$ cat config.mk
export PLATFORM = sky130hd
export DESIGN_NAME = qau_sqrt
export DESIGN_NICKNAME = d
export VERILOG_FILES = /design/src/qau_pkg.sv /design/src/qau_sqrt.sv
export SDC_FILE = /design/constraint.sdc
export NUM_CORES = 2
export LEC_CHECK = 0
export BUFFER_PORTS_ARGS = -buffer_cell sky130_fd_sc_hd__buf_2
export CAP_MARGIN = 20
export CORE_MARGIN = 4
export CORE_UTILIZATION = 35
export CTS_CLUSTER_SIZE = 12
export DETAILED_ROUTE_END_ITERATION = 16
export GPL_TIMING_DRIVEN = 0
export SYNTH_ARGS = -nofsm -noshare
export SYNTH_HDL_FRONTEND = slang
export SYNTH_SLANG_ARGS = --single-unit
$ cat constraint.sdc
create_clock -name clock -period 4.2 [get_ports clock]
set_clock_uncertainty 0.1 [all_clocks]
set_input_delay 0.84 -clock clock [delete_from_list [all_inputs] [get_ports clock]]
set_output_delay 0.84 -clock clock [all_outputs]
set_load 0.01 [all_outputs]
$ cat src/qau_pkg.sv
`default_nettype none

package qau_pkg;

   // Defaults for the top-level parameters.
   localparam int FRAC_BITS_DEF  = 16;
   localparam int COMP_WIDTH_DEF = 32;

   // Fixed widths of the item fields.
   localparam int FIELD_W = 32;
   localparam int OP_W    = 4;
   localparam int ST_W    = 2;

   // The square root works on a 64-bit radicand and yields a 32-bit root.
   localparam int SQRT_W      = 64;
   localparam int SQRT_STAGES = SQRT_W / 2;
   localparam int LEN_W       = SQRT_W / 2;

   typedef enum logic [OP_W-1:0] {
      OP_MUL      = 4'd0,
      OP_ADD      = 4'd1,
      OP_SUB      = 4'd2,
      OP_NEG      = 4'd3,
      OP_CONJ     = 4'd4,
      OP_SCALE    = 4'd5,
      OP_DIV      = 4'd6,
      OP_INVERSE  = 4'd7,
      OP_NORMALIZE = 4'd8,
      OP_SANDWICH = 4'd9,
      OP_NORMSQ   = 4'd10
   } op_type;

   localparam logic [ST_W-1:0] ST_OK   = 2'd0;
   localparam logic [ST_W-1:0] ST_DIV0 = 2'd1;
   localparam logic [ST_W-1:0] ST_SAT  = 2'd2;

   // Operation and saturation flag that travel with an item.
   typedef struct packed {
      op_type op;
      logic   sat;
   } ctl_type;

   // Component width: the parameter, capped at the field width.
   function automatic int comp_w(input int cw);
      return (cw > FIELD_W) ? FIELD_W : cw;
   endfunction

endpackage

`default_nettype wire

$ cat src/qau_sqrt.sv
`default_nettype none

module qau_sqrt import qau_pkg::*; (
   input  wire logic              clock,
   input  wire logic [SQRT_W-1:0] value_i,
   output logic      [LEN_W-1:0]  root_o
);

   // One result bit per stage, classic digit-by-digit integer square root.
   logic [SQRT_W-1:0] v_ff [SQRT_STAGES];
   logic [SQRT_W-1:0] r_ff [SQRT_STAGES];

   genvar g;
   for (g = 0; g < SQRT_STAGES; g++) begin : g_step
      localparam logic [SQRT_W-1:0] BIT = SQRT_W'(1) << (SQRT_W - 2 - 2 * g);
      logic [SQRT_W-1:0] v_prev;
      logic [SQRT_W-1:0] r_prev;
      logic [SQRT_W-1:0] trial;

      if (g == 0) begin : g_first
         assign v_prev = value_i;
         assign r_prev = '0;
      end else begin : g_next
         assign v_prev = v_ff[g-1];
         assign r_prev = r_ff[g-1];
      end

      assign trial = r_prev + BIT;

      always_ff @(posedge clock) begin
         if (v_prev >= trial) begin
            v_ff[g] <= v_prev - trial;
            r_ff[g] <= (r_prev >> 1) + BIT;
         end else begin
            v_ff[g] <= v_prev;
            r_ff[g] <= r_prev >> 1;
         end
      end
   end

   assign root_o = r_ff[SQRT_STAGES-1][LEN_W-1:0];

endmodule

`default_nettype wire

==> summary.md <==
| Metric | Value |
|---|---|
| Status | `complete, no violations` |
| Async SR Flop Fraction | `0` |
| # rows | `~190` |
| Rel. slew slack | `0.302` |
| Final Hold Slack | `0.209 ns` |
| CTS tree | `built` |
| Worst path max stage delay | `0.47 ns` |
| Largest area contributor in the netlist | `dfxtp_1` |
| Crit-path cells | `inv_1 -> ha_1 -> clkbuf_1 -> nand4_1 -> buf_4 -> nor4_2 -> nand4_1 -> nand4b_1 -> nor3b_1 -> nand2_2 -> clkbuf_2 -> buf_2 -> a21oi_1` |
| Sw power | `25.5 mW` |
| Hold Crit Depth | `0` |
| Placer Congestion | `0.922` |
| Synthesis-to-layout area growth | `15.4%` |
| Syn Nets | `10,232` |
| Slowest-stage cell, CP | `nor4_2` |
| PnR worst setup slack | `approximately 0.090 ns` |
| Syn_area_per_cell | `9.95 um2` |
| Pleak | `49.2 nW` |
| Tot GR Track Use | `0.184` |
| Seq/Total Area, Yosys | `0.526` |
| Fin crit share | `0.978` |
| Setup Viol. Count Final | `0` |
| Layout cells sized above 1 | `0.0782` |
| Placed Cells | `13,286` |
| Worst vdd ir | `0.452 mV` |
| FF-to-FF End | `v_ff[1][801]` |
| Sequential share of power | `0.447` |
| CORE AREA | `0.271 mm2` |
| Max Root-Sink Buffers | `4` |
| Finished Cell Area | `approximately 0.11 mm2` |
| Slew Limit Fails | `0` |
| Power Dens Cells | `694 mW/mm2` |
| Ys Warns | `0` |
| Post-synthesis instance area | `0.0956 mm2` |
| Post-route ant nets | `0` |
| Die X | `531 um` |
| R2R Setup Slk | `about 0.09 ns` |
| Die Y-Extent | `531 um` |
| Hold crit path type | `reg -> reg` |
| Synth Register Bits | `2,512` |
| Vias/cell | `5.11` |
| Main synth FF type | `dfxtp_1` |
| Switching power share of the total | `0.333` |
| # port buffers | `96` |
| P_int | `slightly above 50 mW` |
| Distinct cells, synth | `89` |
| Hold Vio Cnt, Final | `0` |
| Via Count | `70,450` |
| Fmax achieved | `243 MHz` |
| Arrival time worst endpoint | `around 4.7 ns` |
| Vias in the first global route | `70,047` |
| Clock-pin slew on the worst setup and hold paths | `roughly 0.060 ns` |
| H-tree depth | `5` |
| Detail Placement HPWL | `211 mm` |
| Avg WL per Cell | `19.3 um` |
| Number of CTS-inserted buffers | `270` |
| Worst Path Max Fanout | `10` |
| Clk_lat worst skew | `0.89 ns` |
| Mapped Cells | `between 9,000 and 10,000` |
| Synth top area cells | `dfxtp_1 53%, ha_1 7.3%, xnor2_1 4.8%, a21oi_1 3.4%, xor2_1 3.3%` |
| Crit path launch type | `flip-flop` |
| Fin cells | `around 14,000` |
| Clk root buf | `clkbuf_16` |
| Share of the synthesized area in the top cell type | `0.526` |
| Io pins | `a little under 100` |
| Slew @ Worst Pin | `a little over 1 ns` |
| Residual DRC count | `0` |
| Comb pwr share | `0.254` |
| Setup crit end | `v_ff[1][801]` |
| Total gr overflow | `0` |
| Most used cell along the critical path | `nand4_1` |
| Crit Reg-Reg Startpoint | `r_ff[1][737]` |
| Area after DPL | `between 0.1 and 0.15 mm2` |
| Die ar. | `0.282 mm2` |
| First-pass GRT wire length | `roughly 400 mm` |
| Post-synth EDFFs | `0` |
| Crit Path Class | `reg -> reg` |
| Initial antenna violation count | `9` |
| Drt first-iter violations | `5,061` |
| Clock power share | `0.299` |
| Layout Nets | `10,687` |
| Worst setup startpoint | `r_ff[1][737]` |
| Post-layout min period | `4.11 ns` |
| Drt first pass iters | `6` |
| Place WS | `-1.48 ns` |
| R2R cell count | `13` |
| Drt total wl | `266 mm` |
| Number of max-cap violations | `0` |
| Setup crit end kind | `flip-flop` |
| Worst path required time | `slightly below 5 ns` |
| Sink Count | `2,512` |
| Initial Util | `0.352` |
| Largest net degree at the start of global routing | `18` |
==> layout by cell type (no fill, tap or decap), drive strengths merged, types with 19 or more instances in the layout <==
master	instances
nand2b	107
nor4	336
xor2	365
nand3	178
or3	104
buf	152
a211oi	52
clkinv	37
dlygate4sd3	62
nor3	227
a31oi	32
nand3b	36
ha	558
or2	40
or4	85
o21bai	56
nor2	664
nand2	592
and2	33
o31ai	46
clkbuf	502
o21a	94
inv	707
nor4b	58
nor3b	24
o2111ai	19
o211ai	41
and4	29
xnor2	520
o21ai	412
a2111oi	22
nand4b	27
a21o	211
and3	35
nand4	170
a21oi	658
dfxtp	2512
nor2b	71
mux2	108
==> synthesized netlist by cell type, types with 94 or more instances <==
cell type  count
xor2_1       365
nand4_1      170
mux2_2       107
o21a_1        94
nor2_1       663
o21ai_0      389
clkbuf_1     161
dfxtp_1     2512
a21o_1       211
nand2b_1     107
or3_1        102
xnor2_1      520
ha_1         558
nand2_1      592
nor3_1       226
nand3_1      178
inv_1        688
a21oi_1      656
nor4_1       335
==> flip-flops by register name, summed over array words and instances, names as in the netlist <==
register and cells:
v_ff 1984, r_ff 528
==> repair_timing <==
item	CTS	global route
resized for setup	66	65
buffers inserted	8	7
pin swaps	5	5
hold buffers	62	0
setup endpoints to repair	366	352
hold endpoints to repair	62	0
==> critical path, delay by kind of cell (launching register included) <==
kind | cells | cell delay (ns)
adders and majority gates | 1 | 0.27
DFF | 1 | 0.40
buffers and inverters | 5 | 1.25
and+or+nand+nor | 6 | 1.80
AOI/OAI and AO/OA | 1 | 0.13
==> cell type report <==
type / count / area [um2]
Buffer: 188 / 810
Antenna cell: 7 / 17.5
Fill cell: 25908 / 161000
Timing Repair Buffer: 187 / 1290
Sequential cell: 2512 / 50300
Multi-Input combinational cell: 6212 / 42400
Clock buffer: 343 / 7490
Clock inverter: 70 / 1010
Inverter: 693 / 2600
Tap cell: 3570 / 4470
==> worst min-delay path by stage <==
stage                 start           end  slack, ns
6_report       v_ff[0][647]  v_ff[0][711]       0.21
3_3_place_gp   v_ff[1][640]  v_ff[1][704]       0.23
4_1_cts         value_i[63]   v_ff[0][63]        0.1
3_5_place_dp   v_ff[1][708]  v_ff[1][772]       0.23
2_1_floorplan  v_ff[0][428]  v_ff[0][492]       0.22
5_1_grt         value_i[62]   v_ff[0][62]       0.18
==> logic make-up after synthesis <==
family,count (synthesis),share of synthesized area
fa+ha+maj,558,0.0730
compound gates,1809,0.117
flops,2512,0.526
mux,115,0.0135
xor+xnor,885,0.0811
buf+inv,885,0.0353
simple gates,2845,0.154
==> metrics by stage <==
stage	setup TNS (ns)	total power [mW]	util
5_1_grt	-0.0235	80.8	0.407
3_3_place_gp	-185.85	53.5	0.371
3_5_place_dp	-157.94	53.7	0.371
2_1_floorplan	0	46.8	-
4_1_cts	0	76.9	0.406
6_report	0	76.6	0.407
==> power by group through the flow <==
stage          registers, mW  clock network [mW]  logic (mW)
2_1_floorplan           32.4                   0        14.4
3_3_place_gp            34.6                   0        18.9
3_5_place_dp            34.7                   0        19.1
4_1_cts                 34.2                23.4        19.3
5_1_grt                 34.8                24.4        21.6
6_report                34.2                22.9        19.5
==> layer usage <==
layer	track usage	routed length, um	part of all wire	vias up
met5	0	26	0.000098	-
met4	0.0686	9900	0.037	4
met3	0.0240	12400	0.047	473
met2	0.322	129000	0.48	1862
met1	0.230	115000	0.43	33668
li1	-	-	-	34443
Note: power is estimated with default switching activity, not from simulation.
